## config.mk

```make
export PLATFORM = sky130hd
export DESIGN_NAME = rmmst_ctrl
export DESIGN_NICKNAME = d
export VERILOG_FILES = /design/src/sv/rmmst_pkg.sv /design/src/sv/rmmst_ctrl.sv
export SDC_FILE = /design/constraint.sdc
export NUM_CORES = 1
export LEC_CHECK = 0
export CORE_AREA = 2 2 39 41
export DETAILED_ROUTE_END_ITERATION = 10
export DIE_AREA = 0 0 41 43
export DONT_BUFFER_PORTS = 1
export PLACE_DENSITY = 0.36
export SLEW_MARGIN = 20
export SYNTH_ARGS = -nofsm -noshare
export SYNTH_HDL_FRONTEND = slang
export SYNTH_SLANG_ARGS = --single-unit
export TNS_END_PERCENT = 100
```

## constraint.sdc

```tcl
create_clock -name clk -period 1 [get_ports clk]
set_input_delay 0 -clock clk [delete_from_list [all_inputs] [get_ports clk]]
set_output_delay 0 -clock clk [all_outputs]
set_load 0.02 [all_outputs]
```

## src/sv/rmmst_pkg.sv

```systemverilog
`timescale 1ns / 1ps

package rmmst_pkg;

	localparam int DATA_W      = 48;
	localparam int IDX_W       = 10;
	localparam int ENTRIES_DEF = 1024;

	typedef logic signed [DATA_W-1:0] data_t;
	typedef logic [IDX_W-1:0]         idx_t;

	// identities of the two trees
	localparam data_t MAX_IDENT = {1'b1, {(DATA_W-1){1'b0}}};
	localparam data_t MIN_IDENT = {1'b0, {(DATA_W-1){1'b1}}};

	// item kinds
	localparam logic KIND_ASSIGN = 1'b0;
	localparam logic KIND_QUERY  = 1'b1;

	// commands from the controller to the datapath
	typedef struct packed {
		logic clr_wr;
		logic load;
		logic leaf_wr;
		logic sib_rd;
		logic par_wr;
		logic lo_step;
		logic hi_step;
		logic out_load;
	} dp_cmd_t;

	// status from the datapath to the controller
	typedef struct packed {
		logic clr_last;
		logic oob;
		logic empty;
		logic lo_lt_hi;
		logic root;
		logic out_busy;
	} dp_stat_t;

endpackage

```

## src/sv/rmmst_ctrl.sv

```systemverilog
`timescale 1ns / 1ps

module rmmst_ctrl import rmmst_pkg::*; (
	input  logic     clk,
	input  logic     arst_n,
	input  logic     in_valid,
	input  logic     in_kind,
	input  dp_stat_t stat,
	output logic     in_ready,
	output dp_cmd_t  cmd
);

	localparam logic [2:0] S_CLR   = 3'd0;
	localparam logic [2:0] S_IDLE  = 3'd1;
	localparam logic [2:0] S_ULEAF = 3'd2;
	localparam logic [2:0] S_URD   = 3'd3;
	localparam logic [2:0] S_UWR   = 3'd4;
	localparam logic [2:0] S_QLO   = 3'd5;
	localparam logic [2:0] S_QHI   = 3'd6;
	localparam logic [2:0] S_QDONE = 3'd7;

	logic [2:0] state_q;
	logic [2:0] state_d;

	// sequence the clearing pass, the leaf-to-root walk and the query walk
	always_comb begin
		state_d  = state_q;
		cmd      = '0;
		in_ready = 1'b0;
		unique case (state_q)
			S_CLR: begin
				cmd.clr_wr = 1'b1;
				if (stat.clr_last) state_d = S_IDLE;
			end
			S_IDLE: begin
				in_ready = 1'b1;
				if (in_valid) begin
					cmd.load = 1'b1;
					state_d  = (in_kind == KIND_QUERY) ? S_QLO : S_ULEAF;
				end
			end
			S_ULEAF: begin
				if (stat.oob) begin
					state_d = S_IDLE;
				end else begin
					cmd.leaf_wr = 1'b1;
					state_d     = S_URD;
				end
			end
			S_URD: begin
				if (stat.root) begin
					state_d = S_IDLE;
				end else begin
					cmd.sib_rd = 1'b1;
					state_d    = S_UWR;
				end
			end
			S_UWR: begin
				cmd.par_wr = 1'b1;
				state_d    = S_URD;
			end
			S_QLO: begin
				if (stat.empty || !stat.lo_lt_hi) begin
					state_d = S_QDONE;
				end else begin
					cmd.lo_step = 1'b1;
					state_d     = S_QHI;
				end
			end
			S_QHI: begin
				cmd.hi_step = 1'b1;
				state_d     = S_QLO;
			end
			S_QDONE: begin
				if (!stat.out_busy) begin
					cmd.out_load = 1'b1;
					state_d      = S_IDLE;
				end
			end
			default: state_d = S_CLR;
		endcase
	end

	always_ff @(posedge clk or negedge arst_n) begin
		if (!arst_n) begin
			state_q <= S_CLR;
		end else begin
			state_q <= state_d;
		end
	end

endmodule

```

* Word-level counts from Yosys, hierarchy flattened
Index checks and enable logic that the tools add are counted.
** Storage, ports and cells
- Bits of input ports :: 10
- Bits in writable memories :: 0
- Flip-flop bits (word level) :: 3
- Memory bits (read-only) :: 0
- Memories :: 0
- Output and inout bits :: 9
- Latch bits :: 0
** Cells by class
- Shift operators :: 0
- Add/subtract/negate cells :: 0
- Order comparisons :: 0
- Eq/ne operators :: 10
- Div/mod/pow operators :: 0
- Multiplexer cells :: 22
- Bitwise logic cells :: 0
- Reduce and logical (&&, ||, !) cells :: 4
- Multipliers :: 0
** Operators by type and width (number)
- 3-bit one-hot mux with 8 select lines :: 1
- 1-bit 2-to-1 mux :: 15
- 3-bit 2-to-1 mux :: 5
- 3-bit equality test (second input constant) :: 4
- 3-bit by 2-bit equality test with 1-bit output (second input constant) :: 2
- 2-bit != test (second input constant) :: 3
- 3-bit by 1-bit equality test with 1-bit output (second input constant) :: 1
- 3-bit logical NOT :: 1
- 3-bit AND reduction :: 1
- 2-bit 2-to-1 mux :: 1
- 1-bit logical NOT :: 1
- 1-bit logical OR :: 1

* Depth between registers and ports, before layout
Gate-level depths: netlist of run 1.
- Depth in word-level cells :: 4
- Gate-level depth with buffers :: 4
- Mapped depth without buffers :: 3

* Worst setup path before layout of run 1
Ideal clock, no wire load.
- Kind :: register to output
- Start :: reg state_q[1]
- End :: out cmd[2] in the netlist's numbering
- Cell stages (with the launch flop) :: 4
- Path buffers :: 1
- Slack :: -0.280 ns
- Arrival time :: 1.280 ns
- Cells stage by stage :: dfrtp_1 -> buf_4 -> nand2b_4 -> nor4_1
** RTL lines
- start: declaration :: RTL line rmmst_ctrl.sv:22 : logic [2:0] state_q;
- start signal: assignment :: RTL line rmmst_ctrl.sv:88 : state_q <= state_d;
- end: declaration :: RTL line rmmst_ctrl.sv:10 : output dp_cmd_t cmd

==> impl_metrics.json, run 1 <==
{
  "drt_pass1_iterations": 4,
  "largest_reg_flops": 3,
  "crit_type": "flip-flop to output pin",
  "grt_max_degree": 8,
  "htreeDepth": 1,
  "gp_congestion": 0.751,
  "synth_fp_nets": 45,
  "final_util": 0.444,
  "pre_cts_slack_ns": -0.185,
  "cp_max_fo": 6,
  "hold_end": "state_q[0]",
  "clkTransAtPathRegs_ns": 0.04,
  "cp.arrival_ns": 1.18,
  "fillers": 146,
  "r2r_end": "state_q[2]",
  "cts_tree": "done",
  "period_minus_slack_ns": 1.18,
  "status": "finished with violations",
  "die_height_um": 43,
  "timing.final.crit_share": 1.18,
  "netlist_area_um2": 288,
  "slew_viol_final": 0,
  "post_drt_wl_per_cell_um": 13.7,
  "via_count": 379,
  "clkPwrFrac": 0.114,
  "drive_gt1_frac": 0.597,
  "ioPinCount": 19,
  "share_seq_of_total_power": 0.177,
  "r2r_start": "state_q[2]",
  "grt_antenna_before_repair": 0,
  "layout.nets": 73,
  "ys_seq_area_frac": 0.261,
  "portBuffers": 0,
  "intPower_mw": 1.05,
  "die_area_um2": 1760,
  "cts_buffers": 3,
  "grt_pass1_vias": 376,
  "irDropWorstVdd_mv": 1.29,
  "finalClockSkew_ns": 0.00192,
  "hold_depth": 2,
  "hold_path.class": "input pin to flip-flop",
  "drt_iter0_drc": 6,
  "start_util": 0.208,
  "track_usage": 0.140,
  "swShare": 0.439,
  "rsz0062_at_grt": "yes",
  "p_leak_nw": 0.263,
  "powerDensity_nw_per_um2": 3040,
  "largestRegisters": "state_q (3)",
  "ys_warn_count": 0,
  "critPathCaptureType": "output pin",
  "p_sw_uw": 820,
  "finalSetupViolCount": 12,
  "reg2reg_depth": 4,
  "hold_viol_final": 0,
  "die-width_um": 41,
  "ant_nets": 0,
  "areaGrowthSynthToFinish_pct": 113,
  "cts_buffer_depth": 2,
  "route.detailed.drc": 0,
  "viasPerCell": 4.86,
  "grt_pass1_wl_um": 1560,
  "fmax_ghz": 0.847,
  "synth_cell_types": 20,
  "combPwrFrac": 0.709,
  "syn_inst": 35,
  "clkLatencyLatePin_ns": 0.23,
  "worst_setup_path_start_kind": "flip-flop",
  "max_flop_register": "state_q",
  "worst_slack_ns": -0.181,
  "core_area_um2": 1380,
  "diodes": 0,
  "p_total_mw": 1.87,
  "rrSetupSlack_ns": -0.13,
  "grt-ovfl-total": 0,
  "fin_setup_tns_ns": -1.44,
  "root_buffer": "clkbuf_4",
  "synth.avg_cell_area_um2": 8.22,
  "ys_seq_elements": 3,
  "holdCritStartpoint": "in_valid",
  "hpwl_um": 664,
  "relSlewSlack": 0.774,
  "maxCapViolCount": 0,
  "rows": 14,
  "totalWireLength_um": 1070,
  "violations": "negative setup slack",
  "cts_sinks": 3,
  "critPathRequiredTime_ns": 1.00,
  "tightest_slew_ns": 0.338
}
## cells in the mapped netlist
cell	n	area, um2
a21oi_1	1	5.00
a222oi_1	1	10.0
a31o_1	1	8.76
and3_1	1	6.26
buf_4	2	15.0
buf_6	1	11.3
dfrtp_1	3	75.1
inv_1	4	15.0
nand2_1	1	3.75
nand2_2	1	6.26
nand2b_4	2	27.5
nand3b_1	1	7.51
nor2_1	3	11.3
nor3_1	6	30.0
nor3b_1	1	7.51
nor4_1	1	6.26
o21ai_0	2	10.0
o22ai_1	1	6.26
o31a_1	1	8.76
o32ai_2	1	16.3
## how the worst max path moves through the flow
stage | startpoint | endpoint | cells after the start
floorplan | state_q[2] | cmd[4] | 3
detailed placement | state_q[1] | state_q[0] | 3
global route | state_q[2] | cmd[2] | 4
CTS | state_q[2] | cmd[2] | 4
global placement | state_q[1] | state_q[0] | 3
finish | state_q[2] | cmd[2] | 4
## power by group through the flow
| stage | logic [mW] | registers [mW] | clock network (mW) |
|---|---|---|---|
| after global routing | 1.41 | 0.342 | 0.223 |
| after detailed placement | 0.860 | 0.348 | 0 |
| after global placement | 0.853 | 0.345 | 0 |
| after floorplan | 0.745 | 0.206 | 0 |
| final | 1.32 | 0.330 | 0.213 |
| after CTS | 1.26 | 0.322 | 0.219 |
## cell families (layout without fill, tap and decap cells)
family | count (synthesis) | count (layout) | share of synthesized area
AOI/OAI and AO/OA | 8 | 8 | 0.226
buffers and inverters | 7 | 34 | 0.143
DFF | 3 | 3 | 0.261
and+or+nand+nor | 17 | 17 | 0.370
## metal layers
| metal | vias up | global-route usage | routed length [um] |
|---|---|---|---|
| met2 | 14 | 0.228 | 614 |
| met5 | - | 0 | 0 |
| met4 | 0 | 0.100 | 0 |
| met1 | 182 | 0.139 | 403 |
| met3 | 0 | 0.0419 | 47 |
| li1 | 183 | - | - |
## critical path, cell delays in order, from the launching register on
cell      delay [ns]
dfrtp_2         0.42
buf_6           0.14
nand2b_4        0.08
nor4_4          0.13
buf_4           0.18
## area by class of cell
type / instances / area (um2) / area share
repair buffers: 26 / 241 / 0.393
inverters: 4 / 17.5 / 0.0285
clock buffers: 4 / 26.3 / 0.0428
multi-input cells: 25 / 230 / 0.375
well taps: 16 / 20.0 / 0.0326
flip-flops and latches: 3 / 78.8 / 0.128
## placed cells by master, fill, tap and decap left out, drive strengths merged
cell type and count:
nor3b 1, nor3 6, nand3b 1, o31a 1, nor4 1, nor2 3, a222oi 1, o21ai 2
a31o 1, buf 18, dfrtp 3, and3 1, nand2 2, nand2b 2, dlygate4sd3 8, a21oi 1
o32ai 1, inv 4, clkbuf 4, o22ai 1
## stage by stage
stage,hold WS (ns),cell area [um2],instances
3_5_place_dp,-0.296,390,61
2_1_floorplan,-0.296,303,35
3_3_place_gp,-0.296,390,61
6_report,0.0129,614,78
5_1_grt,0.0203,614,78
4_1_cts,0.00225,592,78
## timing repair
item                       CTS  global route
pin swaps                    5             2
resized for setup           22             4
cloned                       0             0
setup buffers                5             0
setup endpoints to repair   12            12
hold buffers                 8             0
hold endpoints to repair     6             0
Power figures use the tool's default switching activity.
==> inputs of run 2 (changes only) <==
--- a/config.mk
+++ b/config.mk
@@ -6,10 +6,13 @@
 export NUM_CORES = 1
 export LEC_CHECK = 0
 export CORE_AREA = 2 2 39 41
+export CTS_CLUSTER_SIZE = 25
 export DETAILED_ROUTE_END_ITERATION = 10
 export DIE_AREA = 0 0 41 43
 export DONT_BUFFER_PORTS = 1
+export GPL_ROUTABILITY_DRIVEN = 0
 export PLACE_DENSITY = 0.36
+export REMOVE_ABC_BUFFERS = 1
 export SLEW_MARGIN = 20
 export SYNTH_ARGS = -nofsm -noshare
 export SYNTH_HDL_FRONTEND = slang
==> impl_metrics.json, run 2 (synthesis results as in run 1) <==
{
  "rsz0062_at_grt": "yes",
  "grt-ovfl-total": 0,
  "largest_reg_flops": 3,
  "hold_path.class": "input pin to flip-flop",
  "final_util": 0.399,
  "die-width_um": 41,
  "placed_area_um2": 379,
  "clkTransAtPathRegs_ns": 0.04,
  "worst_slack_ns": -0.190,
  "maxCapViolCount": 0,
  "largestRegisters": "state_q (3)",
  "drt_pass1_iterations": 4,
  "crit_type": "flip-flop to output pin",
  "cts_buffers": 3,
  "start_util": 0.208,
  "rows": 14,
  "ioPinCount": 19,
  "cp_max_fo": 8,
  "finalClockSkew_ns": 0.00448,
  "powerDensity_nw_per_um2": 3090,
  "via_count": 341,
  "drive_gt1_frac": 0.614,
  "ant_nets": 0,
  "relSlewSlack": 0.814,
  "stdcell_area_um2": 552,
  "totalWireLength_um": 881,
  "grt_pass1_vias": 333,
  "cts_sinks": 3,
  "finalSetupViolCount": 12,
  "drt_iter0_drc": 4,
  "worst_setup_path_start_kind": "flip-flop",
  "fin_setup_tns_ns": -1.71,
  "layout.nets": 68,
  "grt_pass1_wl_um": 1300,
  "max_flop_register": "state_q",
  "violations": "negative hold slack, negative setup slack",
  "htreeDepth": 1,
  "grt_max_degree": 9,
  "period_minus_slack_ns": 1.19,
  "post_drt_wl_per_cell_um": 12.1,
  "route.detailed.drc": 0,
  "die_height_um": 43,
  "critPathCaptureType": "output pin",
  "diodes": 0,
  "ff_latch_area_um2": 78.8,
  "final_common_cell": "buf_4",
  "portBuffers": 0,
  "cp.arrival_ns": 1.19,
  "track_usage": 0.113,
  "areaGrowthSynthToFinish_pct": 91.7,
  "pre_cts_slack_ns": -0.121,
  "die_area_um2": 1760,
  "timing.final.crit_share": 1.19,
  "fillers": 145,
  "cts_buffer_depth": 2,
  "status": "finished with violations",
  "grt_antenna_before_repair": 0,
  "p_leak_nw": 0.238,
  "final_cell_mix": "buf_4, dlygate4sd3_1, buf_6",
  "multi_input_area_um2": 224,
  "root_buffer": "clkbuf_4",
  "viasPerCell": 4.67,
  "critPathRequiredTime_ns": 1.00,
  "whs_ns": -0.0137,
  "clkLatencyLatePin_ns": 0.23,
  "tightest_slew_ns": 0.279,
  "core_area_um2": 1380,
  "hold_viol_final": 1,
  "fmax_ghz": 0.840,
  "hpwl_um": 605,
  "slew_viol_final": 0,
  "irDropWorstVdd_mv": 1.37,
  "cts_tree": "done"
}
run 2: stage by stage:
step | instances | hold WS (ns) | total power, mW
floorplan | 32 | -0.296 | 0.810
global placement | 61 | -0.296 | 1.18
detailed placement | 61 | -0.296 | 1.18
CTS | 73 | 0.00382 | 1.64
global route | 73 | 0.00566 | 1.85
finish | 73 | -0.0137 | 1.70
run 2: layout make-up:
class	instances	area share
clock buffer	4	0.0476
sequential	3	0.143
multi-input combinational	25	0.406
inverter	4	0.0317
timing repair buffer	21	0.336
tap	16	0.0363
run 2: report_power, final:
part	switching, mW	total [mW]	internal, mW	leakage (nW)
Combinational	0.566	1.16	0.595	0.192
Clock	0.0581	0.207	0.149	0.0150
Sequential	0.137	0.336	0.199	0.0317
Total	0.761	1.70	0.943	0.238
run 2: critical path, stage by stage (launching register included):
cell and delay [ns]:
dfrtp_2 0.46, nand2_2 0.10, buf_6 0.13, nor3_2 0.11
buf_4 0.16
run 2: repair_timing:
item / 4_1_cts / 5_1_grt
pin swaps: 5 / 5
setup endpoints to repair: 12 / 12
hold buffers: 5 / 0
setup buffers: 3 / 0
gates resized for setup: 16 / 7
endpoints found under the hold margin: 5 / 0
run 2: metal layers:
metal | global-route usage | part of all wire
met1 | 0.133 | 0.38
met2 | 0.163 | 0.54
met3 | 0.0524 | 0.065
met4 | 0.0600 | 0.018
met5 | 0 | 0
run 2: path summary, 6_finish.rpt:
check                                 from    endpoint  slack [ns]  depth (start not counted)
worst max register to register  state_q[1]  state_q[0]       -0.14                          3
worst min-delay path               stat[3]  state_q[0]       -0.01                          2
worst max-delay path            state_q[1]      cmd[0]       -0.19                          4
worst min register to register  state_q[1]  state_q[2]        0.62                          1
max in group asynchronous           arst_n  state_q[1]        0.83                          1
min in group asynchronous           arst_n  state_q[0]        0.02                          1
==> inputs of run 3 (changes only) <==
--- a/config.mk
+++ b/config.mk
@@ -5,10 +5,10 @@
 export SDC_FILE = /design/constraint.sdc
 export NUM_CORES = 1
 export LEC_CHECK = 0
-export CORE_AREA = 2 2 39 41
-export CTS_CLUSTER_SIZE = 25
+export CORE_AREA = 5 5 42 44
+export CTS_CLUSTER_SIZE = 16
 export DETAILED_ROUTE_END_ITERATION = 10
-export DIE_AREA = 0 0 41 43
+export DIE_AREA = 0 0 47 49
 export DONT_BUFFER_PORTS = 1
 export GPL_ROUTABILITY_DRIVEN = 0
 export PLACE_DENSITY = 0.36
==> impl_metrics.json, run 3 (synthesis results as in run 1) <==
{
  "final_util": 0.447,
  "slew_viol_final": 0,
  "totalWireLength_um": 1080,
  "rows": 14,
  "htreeDepth": 1,
  "max_flop_register": "state_q",
  "rsz0062_at_grt": "yes",
  "whs_ns": -0.00670,
  "swShare": 0.438,
  "worst_setup_path_start_kind": "flip-flop",
  "via_count": 360,
  "cts_tree": "done",
  "die_height_um": 49,
  "critPathCaptureType": "output pin",
  "post_drt_wl_per_cell_um": 13.9,
  "cts_sinks": 3,
  "finalClockSkew_ns": 0.000264,
  "p_sw_uw": 868,
  "core_area_um2": 1400,
  "root_buffer": "clkbuf_4",
  "drt_pass1_iterations": 6,
  "areaGrowthSynthToFinish_pct": 118,
  "crit_type": "flip-flop to output pin",
  "placed_area_um2": 387,
  "irDropWorstVdd_mv": 1.62,
  "cts_buffer_depth": 2,
  "status": "finished with violations",
  "diodes": 0,
  "grt_antenna_before_repair": 0,
  "cp_slowest_stage_delay_ns": 0.45,
  "tightest_slew_ns": 0.298,
  "relSlewSlack": 0.801,
  "combPwrFrac": 0.717,
  "grt_pass1_vias": 414,
  "p_leak_nw": 0.270,
  "route.detailed.drc": 0,
  "drive_gt1_frac": 0.645,
  "cts_buffers": 3,
  "grt-ovfl-total": 0,
  "clkTransAtPathRegs_ns": 0.04,
  "maxCapViolCount": 0,
  "clkPwrFrac": 0.105,
  "grt_pass1_wl_um": 1740,
  "final_common_cell": "buf_4",
  "path_cells": "nand2b_4 -> nor4_4 -> buf_4",
  "clkLatencyLatePin_ns": 0.23,
  "layout.nets": 73,
  "hold_viol_final": 1,
  "fmax_ghz": 0.856,
  "stdcell_area_um2": 627,
  "timing.final.crit_share": 1.17,
  "largestRegisters": "state_q (3)",
  "violations": "negative hold slack, negative setup slack",
  "start_util": 0.205,
  "cp_max_fo": 7,
  "ioPinCount": 19,
  "hold_path.class": "input pin to flip-flop",
  "period_minus_slack_ns": 1.17,
  "die-width_um": 47,
  "cp_slowest_cell": "dfrtp_2",
  "grt_max_degree": 9,
  "cp.arrival_ns": 1.17,
  "track_usage": 0.103,
  "critPathRequiredTime_ns": 1.00,
  "drt_iter0_drc": 4,
  "ant_nets": 0,
  "largest_reg_flops": 3,
  "viasPerCell": 4.62,
  "share_seq_of_total_power": 0.178,
  "die_area_um2": 2300,
  "portBuffers": 0,
  "worst_slack_ns": -0.168,
  "intPower_mw": 1.11,
  "finalSetupViolCount": 12,
  "final_cell_mix": "buf_4, buf_6, dlygate4sd3_1",
  "powerDensity_nw_per_um2": 3160
}
## run 3: cell types whose count changed in the layout (fill, tap and decap cells not counted), sizes merged
cell	delta
dlygate4sd3	+1
buf	+4
## run 3: worst paths after layout
path / start / endpoint / slack (ns) / cells past startpoint
max: state_q[1] / cmd[2] / -0.17 / 3
min: stat[1] / state_q[0] / -0.007 / 2
max reg2reg: state_q[0] / state_q[2] / -0.09 / 3
min reg2reg: state_q[1] / state_q[2] / 0.68 / 2
max in group asynchronous: arst_n / state_q[1] / 0.82 / 1
min in group asynchronous: arst_n / state_q[2] / 0.02 / 1
## run 3: worst max-delay path, delay by kind of cell, from the launching register on
family / cells / cell delay [ns]
simple gates: 2 / 0.31
buf+inv: 1 / 0.18
flops: 1 / 0.45
## run 3: per-layer routing
layer / GRT usage / vias up / routed length [um]
met3: 0.0443 / 0 / 136
met1: 0.0991 / 165 / 360
met4: 0.0645 / 0 / 0
met5: 0 / - / 0
li1: - / 179 / -
met2: 0.170 / 16 / 585
## run 3: per-stage QoR
stage / setup slack (ns) / power, mW / std cells / TNS, ns
floorplan: -0.297 / 0.810 / 32 / -0.758
global placement: -0.147 / 1.20 / 62 / -0.361
detailed placement: -0.132 / 1.21 / 62 / -0.432
CTS: -0.179 / 1.82 / 78 / -1.52
global route: -0.231 / 2.12 / 78 / -2.19
finish: -0.168 / 1.98 / 78 / -1.51
## run 3: final cells by class
class | instances | area (um2)
well taps | 16 | 20.0
clock buffers | 4 | 26.3
flip-flops and latches | 3 | 78.8
repair buffers | 26 | 240
multi-input cells | 25 | 241
fillers | 147 | 774
inverters | 4 | 20.0
## run 3: what timing repair did
action,in CTS,in global routing
resized for setup,20,9
buffers inserted,6,0
gates cloned,0,0
pin swaps,4,3
setup endpoints to repair,12,12
hold buffers,6,0
endpoints found under the hold margin,6,0
## run 3: power groups by stage
stage / logic [mW] / registers [mW] / clock network [mW]
2_1_floorplan: 0.488 / 0.322 / 0
3_3_place_gp: 0.873 / 0.331 / 0
3_5_place_dp: 0.880 / 0.328 / 0
4_1_cts: 1.26 / 0.337 / 0.221
5_1_grt: 1.52 / 0.362 / 0.236
6_report: 1.42 / 0.352 / 0.209
